===== config.mk =====
export PLATFORM = sky130hd
export DESIGN_NAME = elevator_target_selector
export DESIGN_NICKNAME = d
export VERILOG_FILES = /design/src/rtl/ets_pkg.sv /design/src/rtl/ets_floor_cell.sv /design/src/rtl/elevator_target_selector.sv
export SDC_FILE = /design/constraint.sdc
export NUM_CORES = 1
export LEC_CHECK = 0
export ABC_CLOCK_PERIOD_IN_PS = 16200
export BUFFER_PORTS_ARGS = -buffer_cell sky130_fd_sc_hd__buf_2
export CORE_MARGIN = 2
export CORE_UTILIZATION = 63
export DETAILED_ROUTE_END_ITERATION = 10
export PLACE_DENSITY_LB_ADDON = 0.12
export SLEW_MARGIN = 0
export SYNTH_ARGS = -nofsm -noshare
export SYNTH_HDL_FRONTEND = slang
export SYNTH_SLANG_ARGS = --single-unit

===== constraint.sdc =====
create_clock -name clk -period 16.2 [get_ports clk]
set_input_delay 1.62 -clock clk [delete_from_list [all_inputs] [get_ports clk]]
set_output_delay 1.62 -clock clk [all_outputs]
set_load 0.03 [all_outputs]

===== src/rtl/ets_pkg.sv =====
// ----------------------------------------------------------------------------
// ets_pkg: shared types and constants of the elevator target selector.
// Holds the transfer payload structs, the direction codes and the scan
// chain types that pass between the floor cells.
// ----------------------------------------------------------------------------
`default_nettype none

package ets_pkg;

  // Width of a floor number and of each request bitmap.
  localparam int unsigned FLOOR_W = 4;
  localparam int unsigned REQ_W   = 9;

  // Travel direction codes.
  typedef enum logic [1:0] {
    DIR_IDLE = 2'd0,
    DIR_UP   = 2'd1,
    DIR_DOWN = 2'd2
  } dir_t;

  // One decision step as it arrives.
  typedef struct packed {
    logic [FLOOR_W-1:0] current_floor;
    logic [REQ_W-1:0]   hall_up_calls;
    logic [REQ_W-1:0]   hall_down_calls;
    logic [REQ_W-1:0]   cabin_calls;
  } in_item_t;

  // One decision result.
  typedef struct packed {
    logic [FLOOR_W-1:0] target_floor;
    logic [1:0]         travel_direction;
    logic               no_request;
  } out_item_t;

  // Result of one scan: whether a floor was found and which one.
  typedef struct packed {
    logic               found;
    logic [FLOOR_W-1:0] floor;
  } scan_t;

  // Scans that travel from the lowest floor upward (lowest match wins).
  typedef struct packed {
    scan_t upc_ge;   // up or cabin request at or above the car
    scan_t upc_any;  // up or cabin request anywhere
    scan_t any_ge;   // any request at or above the car
  } up_chain_t;

  // Scans that travel from the highest floor downward (highest match wins).
  typedef struct packed {
    scan_t dnc_le;   // down or cabin request at or below the car
    scan_t dnc_any;  // down or cabin request anywhere
    scan_t any_le;   // any request at or below the car
  } dn_chain_t;

endpackage

`default_nettype wire


===== src/rtl/ets_floor_cell.sv =====
// ----------------------------------------------------------------------------
// ets_floor_cell: one floor of the request scan chain.
// Looks at the request bits of its own floor and passes the upward and
// downward scan results on to its neighbors, keeping the first match.
// ----------------------------------------------------------------------------
`default_nettype none

module ets_floor_cell #(
  parameter int unsigned FLOOR_NUM = 1
) (
  input  wire logic [ets_pkg::FLOOR_W-1:0] cur_floor,
  input  wire logic                        hall_up,
  input  wire logic                        hall_down,
  input  wire logic                        cabin,
  input  wire ets_pkg::up_chain_t          up_in,
  output ets_pkg::up_chain_t               up_out,
  input  wire ets_pkg::dn_chain_t          dn_in,
  output ets_pkg::dn_chain_t               dn_out
);

  localparam logic [ets_pkg::FLOOR_W-1:0] MyFloor = ets_pkg::FLOOR_W'(FLOOR_NUM);

  logic upc;
  logic dnc;
  logic any_req;
  logic ge_cur;
  logic le_cur;

  // Local request view of this floor.
  assign upc     = hall_up | cabin;
  assign dnc     = hall_down | cabin;
  assign any_req = hall_up | hall_down | cabin;
  assign ge_cur  = (MyFloor >= cur_floor);
  assign le_cur  = (MyFloor <= cur_floor);

  // Upward chain: an earlier (lower) match is kept.
  always_comb begin
    up_out = up_in;
    if (!up_in.upc_ge.found && upc && ge_cur) begin
      up_out.upc_ge = '{found: 1'b1, floor: MyFloor};
    end
    if (!up_in.upc_any.found && upc) begin
      up_out.upc_any = '{found: 1'b1, floor: MyFloor};
    end
    if (!up_in.any_ge.found && any_req && ge_cur) begin
      up_out.any_ge = '{found: 1'b1, floor: MyFloor};
    end
  end

  // Downward chain: an earlier (higher) match is kept.
  always_comb begin
    dn_out = dn_in;
    if (!dn_in.dnc_le.found && dnc && le_cur) begin
      dn_out.dnc_le = '{found: 1'b1, floor: MyFloor};
    end
    if (!dn_in.dnc_any.found && dnc) begin
      dn_out.dnc_any = '{found: 1'b1, floor: MyFloor};
    end
    if (!dn_in.any_le.found && any_req && le_cur) begin
      dn_out.any_le = '{found: 1'b1, floor: MyFloor};
    end
  end

endmodule

`default_nettype wire


===== src/rtl/elevator_target_selector.sv =====
// A result is registered into the output register, or into the skid entry while the output is stalled.
// Throughput: one decision per cycle while the skid entry is empty; the direction
//   and target registers are updated in the same cycle by a single pass through the cells.
// A two-entry output buffer takes a new item while one result is stalled.
// Reset: direction idle, target floor 1, output buffer empty.
// ----------------------------------------------------------------------------
// elevator_target_selector: LOOK-style target floor selection.
// A row of floor cells scans the hall and cabin requests upward and
// downward; the top level picks the target and sets the travel direction.
// ----------------------------------------------------------------------------
`default_nettype none

module elevator_target_selector #(
  parameter int unsigned FLOOR_COUNT = 9
) (
  input  wire logic                clk,
  input  wire logic                rst_n,
  input  wire logic                in_valid,
  output logic                     in_stall,
  input  wire ets_pkg::in_item_t   in_data,
  output logic                     out_valid,
  input  wire logic                out_stall,
  output ets_pkg::out_item_t       out_data
);

  localparam int unsigned CellCount =
      (FLOOR_COUNT < ets_pkg::REQ_W) ? FLOOR_COUNT : ets_pkg::REQ_W;
  localparam logic [ets_pkg::FLOOR_W-1:0] TopFloor = ets_pkg::FLOOR_W'(FLOOR_COUNT);
  localparam logic [ets_pkg::FLOOR_W-1:0] FirstFloor = ets_pkg::FLOOR_W'(1);

  ets_pkg::dir_t                 direction_r, direction_nxt;
  logic [ets_pkg::FLOOR_W-1:0]   target_r, target_nxt;
  logic                          none_nxt;
  logic [ets_pkg::FLOOR_W-1:0]   cur;
  ets_pkg::out_item_t            result;
  ets_pkg::out_item_t            out_r, skid_r;
  logic                          out_valid_r, skid_valid_r;
  logic                          in_xfer, out_xfer;

  ets_pkg::up_chain_t            up_c [0:CellCount];
  ets_pkg::dn_chain_t            dn_c [1:CellCount+1];
  ets_pkg::up_chain_t            up_res;
  ets_pkg::dn_chain_t            dn_res;

  // Clamp the car floor into the valid range.
  always_comb begin
    cur = in_data.current_floor;
    if (cur < FirstFloor) begin
      cur = FirstFloor;
    end else if (cur > TopFloor) begin
      cur = TopFloor;
    end
  end

  // Row of floor cells; the chains enter at the ends with nothing found.
  assign up_c[0]           = '0;
  assign dn_c[CellCount+1] = '0;

  for (genvar g = 1; g <= CellCount; g++) begin : g_cell
    ets_floor_cell #(
      .FLOOR_NUM (g)
    ) u_cell (
      .cur_floor (cur),
      .hall_up   (in_data.hall_up_calls[g-1]),
      .hall_down (in_data.hall_down_calls[g-1]),
      .cabin     (in_data.cabin_calls[g-1]),
      .up_in     (up_c[g-1]),
      .up_out    (up_c[g]),
      .dn_in     (dn_c[g+1]),
      .dn_out    (dn_c[g])
    );
  end

  assign up_res = up_c[CellCount];
  assign dn_res = dn_c[1];

  // Target selection for the stored direction.
  always_comb begin
    target_nxt = target_r;
    none_nxt   = 1'b0;
    unique case (direction_r)
      ets_pkg::DIR_UP: begin
        if (up_res.upc_ge.found) begin
          target_nxt = up_res.upc_ge.floor;
        end else if (dn_res.dnc_any.found) begin
          target_nxt = dn_res.dnc_any.floor;
        end else if (up_res.upc_any.found && (up_res.upc_any.floor < cur)) begin
          target_nxt = up_res.upc_any.floor;
        end
      end
      ets_pkg::DIR_DOWN: begin
        if (dn_res.dnc_le.found) begin
          target_nxt = dn_res.dnc_le.floor;
        end else if (up_res.upc_any.found) begin
          target_nxt = up_res.upc_any.floor;
        end else if (dn_res.dnc_any.found && (dn_res.dnc_any.floor > cur)) begin
          target_nxt = dn_res.dnc_any.floor;
        end
      end
      default: begin
        // Idle: nearest request, the lower floor on a tie.
        if (up_res.any_ge.found && dn_res.any_le.found) begin
          if ((up_res.any_ge.floor - cur) >= (cur - dn_res.any_le.floor)) begin
            target_nxt = dn_res.any_le.floor;
          end else begin
            target_nxt = up_res.any_ge.floor;
          end
        end else if (dn_res.any_le.found) begin
          target_nxt = dn_res.any_le.floor;
        end else if (up_res.any_ge.found) begin
          target_nxt = up_res.any_ge.floor;
        end else begin
          none_nxt = 1'b1;
        end
      end
    endcase
  end

  // Direction follows from the new target against the car floor.
  always_comb begin
    if (target_nxt < cur) begin
      direction_nxt = ets_pkg::DIR_DOWN;
    end else if (target_nxt > cur) begin
      direction_nxt = ets_pkg::DIR_UP;
    end else begin
      direction_nxt = ets_pkg::DIR_IDLE;
    end
  end

  assign result.target_floor     = target_nxt;
  assign result.travel_direction = direction_nxt;
  assign result.no_request       = none_nxt;

  // Handshake: the input stalls only while the skid entry is occupied.
  assign in_stall  = skid_valid_r;
  assign in_xfer   = in_valid && !skid_valid_r;
  assign out_xfer  = out_valid_r && !out_stall;
  assign out_valid = out_valid_r;
  assign out_data  = out_r;

  // Scheduler state, updated on every input transfer.
  always_ff @(posedge clk) begin
    if (!rst_n) begin
      direction_r <= ets_pkg::DIR_IDLE;
      target_r    <= FirstFloor;
    end else if (in_xfer) begin
      direction_r <= direction_nxt;
      target_r    <= target_nxt;
    end
  end

  // Output register with a skid entry behind it.
  always_ff @(posedge clk) begin
    if (!rst_n) begin
      out_valid_r  <= 1'b0;
      skid_valid_r <= 1'b0;
    end else if (skid_valid_r) begin
      if (out_xfer) begin
        out_r        <= skid_r;
        skid_valid_r <= 1'b0;
      end
    end else if (in_xfer) begin
      if (!out_valid_r || out_xfer) begin
        out_r       <= result;
        out_valid_r <= 1'b1;
      end else begin
        skid_r       <= result;
        skid_valid_r <= 1'b1;
      end
    end else if (out_xfer) begin
      out_valid_r <= 1'b0;
    end
  end

`ifndef NO_ASSERTIONS
  // The skid entry only fills behind a result already in the output register.
  a_skid_behind_out: assert property (@(posedge clk) disable iff (!rst_n)
    skid_valid_r |-> out_valid_r)
    else $error("skid entry holds data while the output register is empty");

  // The stored target always names a real floor.
  a_target_range: assert property (@(posedge clk) disable iff (!rst_n)
    (target_r != '0) && (target_r <= TopFloor))
    else $error("stored target floor out of range");

  // A transfer into a full, stalled output lands in the skid entry.
  a_skid_fill: assert property (@(posedge clk) disable iff (!rst_n)
    (in_xfer && out_valid_r && out_stall) |=> skid_valid_r)
    else $error("result lost while the output was stalled");

  // A stored direction of up means the stored target was above the car.
  a_dir_match: assert property (@(posedge clk) disable iff (!rst_n)
    in_xfer |=> (direction_r == ets_pkg::DIR_UP) == (target_r > $past(cur)))
    else $error("direction does not match the target");
`endif

endmodule

`default_nettype wire

=== Word level (Yosys, flattened, before mapping) ===
Cells that the tools add are included.

* Flip-flop bits (word level): 22
* Input bits: 35
* Logic and storage cells: 311

* $add $sub $neg: 2
* $lt $le $gt $ge: 25
* Equality and inequality tests: 4
* Mux-type cells: 84
* Bitwise operators: 38
* Reductions and logical operators: 148

{| class="wikitable"
|+ Operator list
! kind !! number
|-
| $mux 5 || 54
|-
| $logic_and 1x1->1 || 89
|-
| $logic_not 1->1 || 51
|-
| $mux 4 || 12
|-
| $or 1x1->1 || 36
|-
| $mux 7 || 4
|-
| $ge 3x4->1 const A || 4
|-
| $le 3x4->1 const A || 4
|-
| $mux 1 || 12
|-
| $ge 2x4->1 const A || 2
|-
| $ge 4x4->1 const A || 2
|-
| $gt 4x4->1 || 2
|-
| $le 2x4->1 const A || 2
|-
| $le 4x4->1 const A || 2
|-
| $lt 4x4->1 || 2
|-
| $pmux 4 s2 || 1
|-
| $reduce_and 4->1 || 2
|-
| $sub 4x4->4 || 2
|-
| $reduce_bool 2->1 || 3
|-
| $ge 1x4->1 const A || 1
|-
| $ge 4x4->1 || 1
|-
| $gt 4x4->1 const B || 1
|-
| $le 1x4->1 const A || 1
|-
| $lt 4x1->1 const B || 1
|-
| other kinds (8) || 10
|}

=== Longest topological paths before layout ===
Gate-level depths: netlist of the first run.

* Word-level depth: 49
* Mapped depth: 28
* Gate-level depth less buffers: 26

=== By module ===
From an unflattened synthesis of the first run, not the netlist that was laid out.

* Cells, all modules: 654
* Area total of the unflattened synthesis: 5072.4 µm²

{| class="wikitable"
|+ By module, submodules not included
! module !! instances !! cells an instance !! area each (µm²)
|-
| elevator_target_selector || 1 || 255 || 2159.6
|-
| ets_floor_cell at g_cell[1].u_cell ... || 2 || 41 || 311.5
|-
| ets_floor_cell at g_cell[5].u_cell || 1 || 59 || 395.4
|-
| ets_floor_cell at g_cell[9].u_cell || 1 || 45 || 331.6
|-
| ets_floor_cell at g_cell[3].u_cell || 1 || 45 || 330.3
|-
| ets_floor_cell at g_cell[4].u_cell || 1 || 44 || 327.8
|-
| ets_floor_cell at g_cell[6].u_cell || 1 || 44 || 325.3
|-
| ets_floor_cell at g_cell[7].u_cell || 1 || 40 || 292.8
|-
| ets_floor_cell at g_cell[8].u_cell || 1 || 40 || 286.5
|}

=== Worst setup path after synthesis of the first run ===
No wires, ideal clock.

* Path kind: input port to flip-flop
* Start: input in_data[29] in the netlist's numbering
* End: register direction_r[0]
* Arrival time: 6.763 ns
* Path slack: 9.322 ns
* Stages: 26
* Path buffers: 2
* Cell sequence: clkbuf_1 -> buf_1 -> o21a_1 -> o32ai_1 -> or4_1 -> nand2b_1 -> a22o_1 -> ha_1 -> inv_1 -> fa_1 -> ha_1 -> a21o_1 -> a21o_1 -> a21oi_1 -> nand2_1 -> mux2_2 -> a211oi_1 -> nor2_1 -> ha_1 -> nor2b_1 -> o21ai_0 -> nand2b_1 -> a21oi_1 -> a41o_1 -> o21ai_0 -> and2_1

* Word-level cells in the longest chain between the ends: 46
* Elaborated cells between the ends (all ways): 181
* Classes of those cells: 2 x add/sub; 25 x order compare; 51 x mux; 103 x reduce/logical

{| class="wikitable"
|+ RTL lines
! item !! RTL line !! text
|-
| from (decl) || elevator_target_selector.sv:20 || <nowiki>input wire ets_pkg::in_item_t in_data,</nowiki>
|-
| $gt 4x4->1 || elevator_target_selector.sv:50 || <nowiki>end else if (cur > TopFloor) begin</nowiki>
|-
| $mux 4 || elevator_target_selector.sv:50 ||
|-
| $mux 4 * || elevator_target_selector.sv:48 || <nowiki>if (cur < FirstFloor) begin</nowiki>
|-
| $ge 1x4->1 or $le 4x4->1 (tied branches) || ets_floor_cell.sv:33, ets_floor_cell.sv:34 ||
|-
| $logic_and 1x1->1 (on tied branches) || ets_floor_cell.sv:45, ets_floor_cell.sv:59 ||
|-
| $mux 5 (on tied branches) || ets_floor_cell.sv:45, ets_floor_cell.sv:59 ||
|-
| $logic_not 1->1 (on tied branches) || ets_floor_cell.sv:45, ets_floor_cell.sv:59 ||
|-
| $logic_and 1x1->1 (on tied branches) (2 in a row) || ets_floor_cell.sv:45, ets_floor_cell.sv:59 ||
|-
| [30 not listed] || - ||
|-
| $ge 4x4->1 || elevator_target_selector.sv:103 || <nowiki>if ((up_res.any_ge.floor - cur) >= (cur - dn_res.any_le.floor)) begin</nowiki>
|-
| $mux 4 || elevator_target_selector.sv:103 ||
|-
| $mux 4 || elevator_target_selector.sv:102 || <nowiki>if (up_res.any_ge.found && dn_res.any_le.found) begin</nowiki>
|-
| $pmux 4 s2 * || elevator_target_selector.sv:81 || <nowiki>unique case (direction_r)</nowiki>
|-
| named net target_nxt, one bit || elevator_target_selector.sv:32 || <nowiki>logic [ets_pkg::FLOOR_W-1:0] target_r, target_nxt;</nowiki>
|-
| $gt 4x4->1 || elevator_target_selector.sv:123 || <nowiki>end else if (target_nxt > cur) begin</nowiki>
|-
| $mux 1 || elevator_target_selector.sv:123 ||
|-
| $mux 2 * || elevator_target_selector.sv:121 || <nowiki>if (target_nxt < cur) begin</nowiki>
|-
| to (signal assigned) || elevator_target_selector.sv:144 || <nowiki>direction_r <= ets_pkg::DIR_IDLE;</nowiki>
|-
| to (signal assigned) || elevator_target_selector.sv:147 || <nowiki>direction_r <= direction_nxt;</nowiki>
|-
| to (decl) || elevator_target_selector.sv:31 || <nowiki>ets_pkg::dir_t direction_r, direction_nxt;</nowiki>
|}

The timed path passes the listed nets; every way through them passes the cells marked *.
A chain may end at the register's enable or synchronous reset.

=== Final worst setup path of the first run ===
* Start: input in_data[9] in the netlist's numbering
* End: register direction_r[0]

* Word-level cells in the longest chain between the ends: 44
* Elaborated cells between the ends (all ways): 65
* Classes of those cells: 2 x add/sub; 4 x order compare; 24 x mux; 3 x bitwise; 32 x reduce/logical

{| class="wikitable"
|+ RTL lines
! item !! RTL line !! text
|-
| $or 1x1->1 (2 in a row) || ets_floor_cell.sv:32 || <nowiki>assign any_req = hall_up | hall_down | cabin;</nowiki>
|-
| $logic_and 1x1->1 || ets_floor_cell.sv:45 || <nowiki>if (!up_in.any_ge.found && any_req && ge_cur) begin</nowiki>
|-
| $mux 5 || ets_floor_cell.sv:45 ||
|-
| $logic_not 1->1 || ets_floor_cell.sv:45 ||
|-
| $logic_and 1x1->1 (2 in a row) || ets_floor_cell.sv:45 ||
|-
| $mux 5 || ets_floor_cell.sv:45 ||
|-
| $logic_not 1->1 || ets_floor_cell.sv:45 ||
|-
| $logic_and 1x1->1 (2 in a row) || ets_floor_cell.sv:45 ||
|-
| [26 not listed] || - ||
|-
| $ge 4x4->1 || elevator_target_selector.sv:103 ||
|-
| $mux 4 || elevator_target_selector.sv:103 ||
|-
| $mux 4 || elevator_target_selector.sv:102 ||
|-
| $pmux 4 s2 * || elevator_target_selector.sv:81 ||
|-
| named net target_nxt, one bit || elevator_target_selector.sv:32 ||
|-
| $gt 4x4->1 || elevator_target_selector.sv:123 ||
|-
| $mux 1 || elevator_target_selector.sv:123 ||
|-
| $mux 2 * || elevator_target_selector.sv:121 ||
|}

Marks and branches as above.

==> results of run 1 <==
-- path summary, 6_finish.rpt --
kind,cells after the start,to
worst min register to register,2,target_r[1]
worst max-delay path,25,direction_r[0]
worst max register to register,14,direction_r[0]
worst min-delay path,2,target_r[1]
-- area by class of cell --
cell class / instances / area [um2]
inverters: 20 / 75.1
flip-flops and latches: 22 / 581
clock buffers: 3 / 41.3
well taps: 52 / 65.1
fillers: 355 / 1200
multi-input cells: 332 / 2170
clock inverters: 1 / 30.0
repair buffers: 43 / 215
-- layer usage --
layer | routed length, um | track usage (%) | vias to the layer above
met4 | 308 | 13.8 | 0
li1 | - | - | 1555
met5 | 0 | 0 | -
met3 | 1270 | 11.3 | 42
met1 | 3740 | 50.2 | 1509
met2 | 4080 | 55.6 | 268
-- worst min-delay path: stages (launching register included) --
cell     delay (ns)
dfxtp_1        0.34
nand3_1        0.08
o31ai_1        0.07
-- layout by cell type (no fill, tap or decap), types with 3 or more instances in the layout --
cell      Yosys  final
or3_1         4      4
o21a_1        6      6
nand4_1       5      5
a21oi_1      22     22
a31oi_1       8      8
clkbuf_8      0      3
mux2_2        3      3
inv_1        19     19
nor3_1       21     21
nand2b_1     13     13
o221ai_1      4      4
o21ai_0      26     26
edfxtp_1     14     14
ha_1         22     22
o32ai_1       4      4
buf_2         1     43
or4_1         3      3
o31ai_1       7      7
dfxtp_1       8      8
a21o_1        7      7
nand3_1       6      6
nor2_1       41     41
nand3b_1      3      3
o22ai_1      10     10
and2_1        3      3
nor4_1        9      9
xnor2_1       4      4
and3_1        3      3
or2_2         5      5
nand2_1      36     36
nor2b_1       5      5
or4_4         3      3
a211oi_1     10     10
-- report_power, final --
| part | total [uW] | internal (uW) | switching (uW) |
|---|---|---|---|
| logic | 245 | 93.6 | 151 |
| clock network | 52.6 | 33.1 | 19.6 |
| registers | 96.2 | 85.1 | 11.1 |
| total | 393 | 212 | 182 |
-- flip-flops by register name, summed over array words and instances (netlist names) --
signal and count:
out_data 7, out_valid 1, in_stall 1, target_r 4, skid_r 7, direction_r 2
-- logic make-up after synthesis --
| kind of cell | after synthesis | share of synthesized area (%) |
|---|---|---|
| buf+inv | 36 | 4.97 |
| simple gates | 165 | 29.3 |
| mux | 5 | 1.86 |
| flops | 22 | 20.0 |
| compound gates | 132 | 31.1 |
| xor+xnor | 6 | 1.81 |
| fa+ha+maj | 24 | 10.9 |
-- through the flow --
| step | cells | cell area, um2 | setup WS, ns | util (%) |
|---|---|---|---|---|
| 3_3_place_gp | 469 | 3110 | 8.98 | 70.9 |
| 2_1_floorplan | 390 | 2900 | 9.32 | - |
| 5_1_grt | 473 | 3180 | 8.52 | 72.5 |
| 6_report | 473 | 3180 | 8.75 | 72.5 |
| 3_5_place_dp | 469 | 3110 | 8.67 | 70.9 |
| 4_1_cts | 473 | 3180 | 8.91 | 72.5 |
==> metrics.md, run 1 <==
| Metric | Value |
|---|---|
| Outcome | complete, no violations |
| Setup TNS | 0 ns |
| Reg2reg start | direction_r[0] |
| Worst Hold Class | reg -> reg |
| CP top delay family | simple AND/OR/NAND/NOR gates |
| Drt drc | 0 |
| Peak Freq | approximately 130 MHz |
| GPL Wtd Cong | between 1 and 1.5 |
| Layout cells sized above 1 | 15.7% |
| Drt total wl | 9400 um |
| Setup crit start | in_data[9] |
| Synth top area share | between 10% and 20% |
| # rows | 24 |
| Post-DP HPWL | between 7000 and 8000 um |
| Post-synth top area cell | edfxtp_1 |
| Number of global-route vias before repair | 3062 |
| Register area share after synthesis | 20.0% |
| CP endpoint kind | register |
| Count leader, synth | nor2_1 |
| # hold bufs at CTS | 0 |
| Max clock buf depth | 2 |
| First-pass GRT wire length | between 10000 and 15000 um |
| Worst Path Buf+Inv | 2 |
| Skew final | 0.00593 ns |
| Req. time, crit path | approximately 16 ns |
| Post_cts resized | 0 |
| Number of flops mapped to enable cells by yosys | 14 |
| CP dominant cell by count | ha_1 |
| CTS tree | yes |
| CTS H-tree depth | 1 |
| Cells after Synth | 390 |
| Clk_lat worst skew | 0.27 ns |
| Drt via density | 7.13 |
| DRT Pass-1 Iters | 6 |
| Area contributors post-synth | edfxtp_1 15%, ha_1 9.5%, dfxtp_1 5.5%, nor2_1 5.3%, nand2_1 4.7% |
| Register bit total from synthesis | 22 |
| Hold slack | approximately 0.53 ns |
| Post-Syn Area per Cell | 7.43 um2 |
| CP arrival | 7.62 ns |
| Largest net degree at the start of global routing | 39 |
| Worst Setup Start Kind | input pin |
| Unrepaired setup endpoints after global routing | no |
| Total of max-cap violations | 0 |
| Crit-path max cell delay | 0.62 ns |
| Slew @ Worst Pin | 0.906 ns |
| Worst-path fanout max | 5 |
| Postcts setup bufs | 0 |
| Max-slew violation count | 0 |
| Mapped Area | 2900 um2 |
| Period utilisation layout | 46.0% |
| Max-slew headroom | 39.1% |
| CORE AREA | 4380 um2 |
| N_diodes | 0 |
| Ys flop type | edfxtp_1 |
| CTS Sinks | 22 |
| Net Count, Synth | 449 |
| Slowest-stage cell, CP | or4_1 |
| Initial core utilization | 66.1% |
| Port bufs | 43 |
| Num CTS Buffers | 3 |
| GR Util All Layers | 37.0% |
| Final #Nets | 481 |
| Max VDD drop | 0.0000748 V |
| HP Start | target_r[1] |
| Remaining global-route overflow | 0 |
| Vias | 3374 |
| Final count of negative-setup-slack endpoints | 0 |
| WL/cell | about 20 um |
| Commonest cells in the netlist | 41 x nor2_1, 36 x nand2_1, 26 x o21ai_0, 22 x a21oi_1, 22 x ha_1 |
| Root Buffer | clkbuf_8 |
| Area added between synthesis and finish | 9.76% |
| Num ports | between 40 and 50 |
| Post-synth ARST share | 0% |
| YS warnings | 0 |
| Die H | 71.8 um |
| Hold Vio Cnt, Final | 0 |
| Setup slack, reg-to-reg | 12.76 ns |
| Die area | 5160 um2 |
| 1st-iter DRT viols | 420 |
| Antenna-violating nets left | 0 |
| Tmin final | 7.45 ns |
| CP Class | in -> reg |
| Pwr/cell area | 124 nW/um2 |
| Initial antenna violation count | 0 |
| Reg clk slew, reported paths | 0.09 ns |
| Leak pwr | 0.00122 uW |
| Synth unique cells | 65 |
| Die X | 71.8 um |
| Design Power | slightly below 400 uW |
Note: power is estimated with default switching activity, not from simulation.
==> inputs of run 2 (changes only) <==
- ABC_CLOCK_PERIOD_IN_PS: 16200 -> 6900
- CORE_UTILIZATION: 63 -> 59
- clock period: 16.2 -> 6.9 ns (I/O delays scaled with it)
==> run 2 against run 1 <==
Against the previous run:
- count of clock-buffer cells in the layout stayed put
- core utilization is 4.5 points lower
- setup slack worse by 8.1 ns
==> metrics.md, run 2 (synthesis gave the netlist of run 1 again) <==
| Metric | Value |
|---|---|
| Slowest-stage cell, CP | or4_1 (unchanged) |
| CP endpoint kind | register (unchanged) |
| Fillers | 398 (was 355) |
| Root Buffer | clkbuf_8 (unchanged) |
| # rows | 25 (was 24) |
| Hold slack | 0.543 ns (was 0.533 ns) |
| Drt drc | 0 (unchanged) |
| 1st-iter DRT viols | 423 (was 420) |
| Die X | 74.1 um (was 71.8 um) |
| Postcts setup bufs | 0 (unchanged) |
| Final count of negative-setup-slack endpoints | 0 (unchanged) |
| Final #Nets | 483 (was 481) |
| Tmin final | 6.27 ns |
| Setup slack, reg-to-reg | 3.59 ns (was 12.76 ns) |
| Num ports | 44 (unchanged) |
| Remaining global-route overflow | 0 (unchanged) |
| Skew final | 0.00520 ns (was 0.00593 ns) |
| Worst Setup Start Kind | input pin (unchanged) |
| CP dominant cell by count | ha_1 (unchanged) |
| Die area | 5490 um2 (was 5160 um2) |
| Initial antenna violation count | 0 (unchanged) |
| Outcome | complete, no violations (unchanged) |
| CP Class | in -> reg (unchanged) |
| Multi-input logic area | 2170 um2 (unchanged) |
| Port bufs | 43 (unchanged) |
| Peak Freq | 160 MHz |
| CP arrival | 6.27 ns (was 7.62 ns) |
| Crit-path max cell delay | 0.56 ns (was 0.62 ns) |
| Crit-path cells | buf_2 > nor3_1 > o22ai_1 > or4_1 > nand2b_1 > a22o_1 > ha_1 > inv_1 > fa_1 > ha_1 > a21o_1 > a21o_1 > a21oi_1 > nand2_1 > mux2_2 > a211oi_1 > nor2_1 > ha_1 > nor2b_1 > o21ai_0 > nand2b_1 > a21oi_1 > a41o_1 > o21ai_0 |
| Die H | 74.1 um (was 71.8 um) |
| Hold Path Sink | out_data[1] (was target_r[1]) |
| Vias | 3290 (was 3374) |
| CORE AREA | 4720 um2 (was 4380 um2) |
| Total of max-cap violations | 0 (unchanged) |
| Post-DP HPWL | 7320 um (was 7350 um) |
| Max-slew headroom | 30.9% (was 39.1%) |
| Slew @ Worst Pin | 1.03 ns (was 0.906 ns) |
| Antenna-violating nets left | 0 (unchanged) |
| Pwr/cell area | 284 nW/um2 (was 124 nW/um2) |
| FF/Latch Area | 581 um2 (unchanged) |
| Reg2reg start | direction_r[1] (was direction_r[0]) |
| Worst Hold Class | reg -> reg (unchanged) |
| Flop pwr share | 24.8% (was 24.5%) |
| Largest net degree at the start of global routing | 27 (was 39) |
| CTS tree | yes (unchanged) |
| Reg2Reg Depth | 15 (was 14) |
| Unrepaired setup endpoints after global routing | no (unchanged) |
| Max-slew violation count | 0 (unchanged) |
| R2R Path End | out_data[1] (was direction_r[0]) |
| Drt via density | 6.71 (was 7.13) |
| First-pass GRT wire length | 14700 um (was 14900 um) |
| Hold path depth | 2 (unchanged) |
| GR Util All Layers | 34.8% (was 37.0%) |
| Internal | 496 uW (was 212 uW) |
| Reg clk slew, reported paths | 0.08 ns (was 0.09 ns) |
| Max clock buf depth | 2 (unchanged) |
| Switching Fraction | 45.6% (was 46.2%) |
| Setup TNS | 0 ns (unchanged) |
| WL/cell | 18.8 um (was 19.9 um) |
| CTS Sinks | 22 (unchanged) |
| Num CTS Buffers | 3 (unchanged) |
| Most common cell after layout, fill and taps aside | buf_2 (unchanged) |
| Initial core utilization | 61.3% (was 66.1%) |
| Clk_lat worst skew | 0.27 ns (about the same) |
| Post_cts resized | 0 (unchanged) |
| Highest-count cells in the layout ignoring fill and taps | 43 x buf_2, 41 x nor2_1, 36 x nand2_1, 26 x o21ai_0 (unchanged) |
| CTS H-tree depth | 1 (unchanged) |
| Setup WS post-layout | 0.633 ns (was 8.75 ns) |
| Hold Vio Cnt, Final | 0 (unchanged) |
| Area added between synthesis and finish | 10.9% (was 9.76%) |
| Max VDD drop | 0.000178 V (was 0.0000748 V) |
| DRT Pass-1 Iters | 5 (was 6) |
| Period utilisation layout | roughly nine tenths |
| GPL Wtd Cong | 1.06 (was 1.03) |
| Req. time, crit path | 6.90 ns (was 16.37 ns) |
| Layout cells sized above 1 | 16.1% (was 15.7%) |
| DP Worst Slack | 0.468 ns (was 8.67 ns) |
| # hold bufs at CTS | 0 (unchanged) |
| HP Start | skid_r[1] (was target_r[1]) |
| Clock power frac | 13.4% (about the same) |
| Combinational Power Share | 61.8% (was 62.2%) |
| N_diodes | 0 (unchanged) |
| Leak pwr | 0.00123 uW (was 0.00122 uW) |
| Drt total wl | 9200 um (was 9400 um) |
| NetSw | 417 uW (was 182 uW) |
| Number of global-route vias before repair | 2924 (was 3062) |
| Worst-path fanout max | 5 (unchanged) |
==> run 2: final cells by class <==
cell class	instances	area share [%]
timing repair buffer	45	7.17
tap	67	2.61
multi-input combinational	332	67.6
sequential	22	18.1
clock buffer	3	1.29
inverter	20	2.34
clock inverter	1	0.935
==> run 2: metal layers <==
metal / up-vias / GRT usage, % / wire [um]
li1: 1558 / - / -
met1: 1539 / 49.5 / 4050
met2: 174 / 56.0 / 4170
met3: 19 / 5.69 / 826
met4: 0 / 7.68 / 147
met5: - / 0 / 0
==> run 2: power by group through the flow <==
stage | clock [uW] | combinational, uW | sequential (uW)
4_1_cts | 123 | 551 | 224
5_1_grt | 128 | 625 | 227
2_1_floorplan | 0 | 373 | 241
3_5_place_dp | 0 | 540 | 227
6_report | 122 | 564 | 226
3_3_place_gp | 0 | 522 | 227
==> run 2: through the flow <==
| stage | std cells | total power (uW) | utilization [%] | instance area [um2] |
|---|---|---|---|---|
| finish | 490 | 913 | 68.0 | 3210 |
| global route | 490 | 980 | 68.0 | 3210 |
| CTS | 490 | 898 | 68.0 | 3210 |
| detailed placement | 486 | 767 | 66.5 | 3140 |
| global placement | 486 | 749 | 66.5 | 3140 |
| floorplan | 390 | 614 | - | 2900 |
==> run 2: worst max path at each step <==
stage | from | endpoint | slack (ns) | cells past startpoint
3_3_place_gp | in_data[30] | out_data[1] | 0.73 | 23
4_1_cts | in_data[11] | out_data[1] | 0.79 | 24
6_report | in_data[11] | out_data[1] | 0.63 | 24
2_1_floorplan | in_data[29] | direction_r[0] | 0.95 | 26
3_5_place_dp | in_data[11] | out_data[1] | 0.47 | 24
5_1_grt | in_data[15] | direction_r[0] | 0.32 | 24
==> run 2: worst max-delay path: cells and delay by family <==
kind / cells / cell delay (ns)
simple gates: 7 / 1.62
fa+ha+maj: 4 / 1.25
mux: 1 / 0.29
compound gates: 10 / 2.21
buf+inv: 2 / 0.20
==> inputs of run 3 (changes only) <==
- GPL_TIMING_DRIVEN: unset -> 0
==> run 3 against run 2 <==
Against the previous run:
- global-route usage shrank 1.3 points
- setup slack lost 0.25 ns
- non-clock buffer count rose by 11
==> metrics.md, run 3 (synthesis gave the netlist of run 1 again) <==
| Metric | Value |
|---|---|
| Outcome | complete, no violations (unchanged) |
| Root Buffer | clkbuf_8 (unchanged) |
| Leak pwr | 0.00123 uW (about the same) |
| NetSw | 403 uW (was 417 uW) |
| Setup TNS | 0 ns (unchanged) |
| R2R Path End | out_data[1] (unchanged) |
| Internal | 459 uW (was 496 uW) |
| Num ports | 44 (unchanged) |
| Worst-path fanout max | 10 (was 5) |
| FF/Latch Area | 581 um2 (unchanged) |
| Hold Vio Cnt, Final | 0 (unchanged) |
| Fillers | 430 (was 398) |
| GPL Wtd Cong | 1.02 (was 1.06) |
| Number of global-route vias before repair | 2931 (was 2924) |
| Switching Fraction | 46.7% (was 45.6%) |
| Setup slack, reg-to-reg | 3.59 ns (about the same) |
| Hold path depth | 2 (unchanged) |
| Max clock buf depth | 2 (unchanged) |
| Hold slack | 0.497 ns (was 0.543 ns) |
| Drt total wl | 8790 um (was 9200 um) |
| Clk_lat worst skew | 0.27 ns (about the same) |
| Pwr/cell area | 266 nW/um2 (was 284 nW/um2) |
| Max VDD drop | 0.000176 V (was 0.000178 V) |
| Slew @ Worst Pin | 0.978 ns (was 1.03 ns) |
| Post-layout util | 68.4% (was 68.0%) |
| Total of max-cap violations | 0 (unchanged) |
| Setup WS post-layout | 0.385 ns (was 0.633 ns) |
| Combinational Power Share | 65.1% (was 61.8%) |
| Postcts setup bufs | 0 (unchanged) |
| Antenna-violating nets left | 0 (unchanged) |
| Max-slew violation count | 0 (unchanged) |
| Tmin final | 6.52 ns (was 6.27 ns) |
| WL/cell | 17.6 um (was 18.8 um) |
| Final #Nets | 494 (was 483) |
| Worst Setup Start Kind | input pin (unchanged) |
| CP Class | in -> reg (unchanged) |
| Drt drc | 0 (unchanged) |
| Die X | 74.1 um (unchanged) |
| CTS tree | yes (unchanged) |
| Highest-count cells in the layout ignoring fill and taps | 41 x nor2_1, 41 x buf_2, 36 x nand2_1, 26 x o21ai_0, 22 x ha_1 (was 43 x buf_2, 41 x nor2_1, 36 x nand2_1, 26 x o21ai_0) |
| Clock power frac | 9.4% (was 13.4%) |
| Final count of negative-setup-slack endpoints | 0 (unchanged) |
| Largest net degree at the start of global routing | 13 (was 27) |
| Hold Path Sink | target_r[1] (was out_data[1]) |
| Initial core utilization | 61.3% (unchanged) |
| CP endpoint kind | register (unchanged) |
| Initial antenna violation count | 0 (unchanged) |
| GR Util All Layers | 33.5% (was 34.8%) |
| Req. time, crit path | 6.90 ns (about the same) |
| Skew final | 0.00391 ns (was 0.00520 ns) |
| N_diodes | 0 (unchanged) |
| CP arrival | 6.51 ns (was 6.27 ns) |
| CORE AREA | 4720 um2 (unchanged) |
| Num CTS Buffers | 3 (unchanged) |
| Vias | 3343 (was 3290) |
| Period utilisation layout | 94.4% (was 90.8%) |
| HP Start | target_r[1] (was skid_r[1]) |
| Worst Hold Class | reg -> reg (unchanged) |
| Peak Freq | 153 MHz (was 160 MHz) |
| # rows | 25 (unchanged) |
| Die area | 5490 um2 (unchanged) |
| Max-slew headroom | 34.2% (was 30.9%) |
| Design Power | 861 uW (was 913 uW) |
| First-pass GRT wire length | 14200 um (was 14700 um) |
| # hold bufs at CTS | 0 (unchanged) |
| DRT Pass-1 Iters | 5 (unchanged) |
| Multi-input logic area | 2180 um2 (was 2170 um2) |
| Die H | 74.1 um (unchanged) |
| Port bufs | 40 (was 43) |
| Post_cts resized | 0 (unchanged) |
| Flop pwr share | 25.5% (was 24.8%) |
| Remaining global-route overflow | 0 (unchanged) |
| Drt via density | 6.67 (was 6.71) |
| Reg clk slew, reported paths | 0.08 ns (about the same) |
| Unrepaired setup endpoints after global routing | no (unchanged) |
| Area added between synthesis and finish | 11.6% (was 10.9%) |
| Layout cells sized above 1 | 15.4% (was 16.1%) |
| Reg2Reg Depth | 14 (was 15) |
| Reg2reg start | direction_r[0] (was direction_r[1]) |
| CTS Sinks | 22 (unchanged) |
| Post-DP HPWL | 7180 um (was 7320 um) |
| DP Worst Slack | -0.0603 ns (was 0.468 ns) |
| 1st-iter DRT viols | 431 (was 423) |
| CTS H-tree depth | 1 (unchanged) |
run 3: worst max-delay path, cell delays in order:
cell	delay, ns
buf_2	0.09
clkbuf_1	0.28
buf_2	0.28
buf_1	0.45
clkbuf_2	0.36
nor2_1	0.08
nor2_1	0.23
a22o_1	0.22
ha_1	0.15
inv_1	0.06
fa_1	0.44
ha_1	0.31
a21o_1	0.16
a21o_1	0.18
a21oi_1	0.33
nand2_1	0.10
mux2_2	0.29
a211oi_1	0.41
nor2_1	0.13
ha_1	0.34
nor2b_1	0.14
o21ai_0	0.13
nand2b_1	0.09
a21oi_2	0.27
a41o_1	0.20
o21ai_0	0.10
run 3: metal layers:
| layer | GRT usage [%] | vias to the layer above | part of all wire [%] |
|---|---|---|---|
| met4 | 9.70 | 0 | 3.2 |
| met5 | 0 | - | 0 |
| met1 | 47.3 | 1496 | 43 |
| met3 | 7.05 | 37 | 11 |
| met2 | 51.8 | 224 | 43 |
| li1 | - | 1586 | - |
run 3: how the worst max path moves through the flow:
stage	start	endpoint	slack, ns
after global placement	in_data[30]	out_data[1]	0.01
after global routing	in_data[30]	out_data[1]	0.03
after CTS	in_data[30]	out_data[1]	0.21
after floorplan	in_data[29]	direction_r[0]	0.95
final	in_data[30]	out_data[1]	0.38
after detailed placement	in_data[30]	out_data[1]	-0.06
run 3: power by group through the flow:
stage          Clock (uW)  Sequential (uW)  Combinational [uW]
3_5_place_dp            0              222                 540
2_1_floorplan           0              241                 373
4_1_cts              80.0              219                 545
6_report             80.9              220                 560
3_3_place_gp            0              222                 524
5_1_grt              86.5              222                 624
run 3: layout make-up:
class | count | area share, %
Multi-Input combinational cell | 332 | 67.3
Sequential cell | 22 | 18.0
Timing Repair Buffer | 40 | 6.19
Tap cell | 67 | 2.59
Inverter | 20 | 2.32
Buffer | 16 | 2.21
Clock buffer | 3 | 1.28
Clock inverter | 1 | 0.116
run 3: metrics by stage:
step | instances | area (um2)
3_5_place_dp | 497 | 3180
2_1_floorplan | 390 | 2900
4_1_cts | 501 | 3230
6_report | 501 | 3230
3_3_place_gp | 497 | 3180
5_1_grt | 501 | 3230
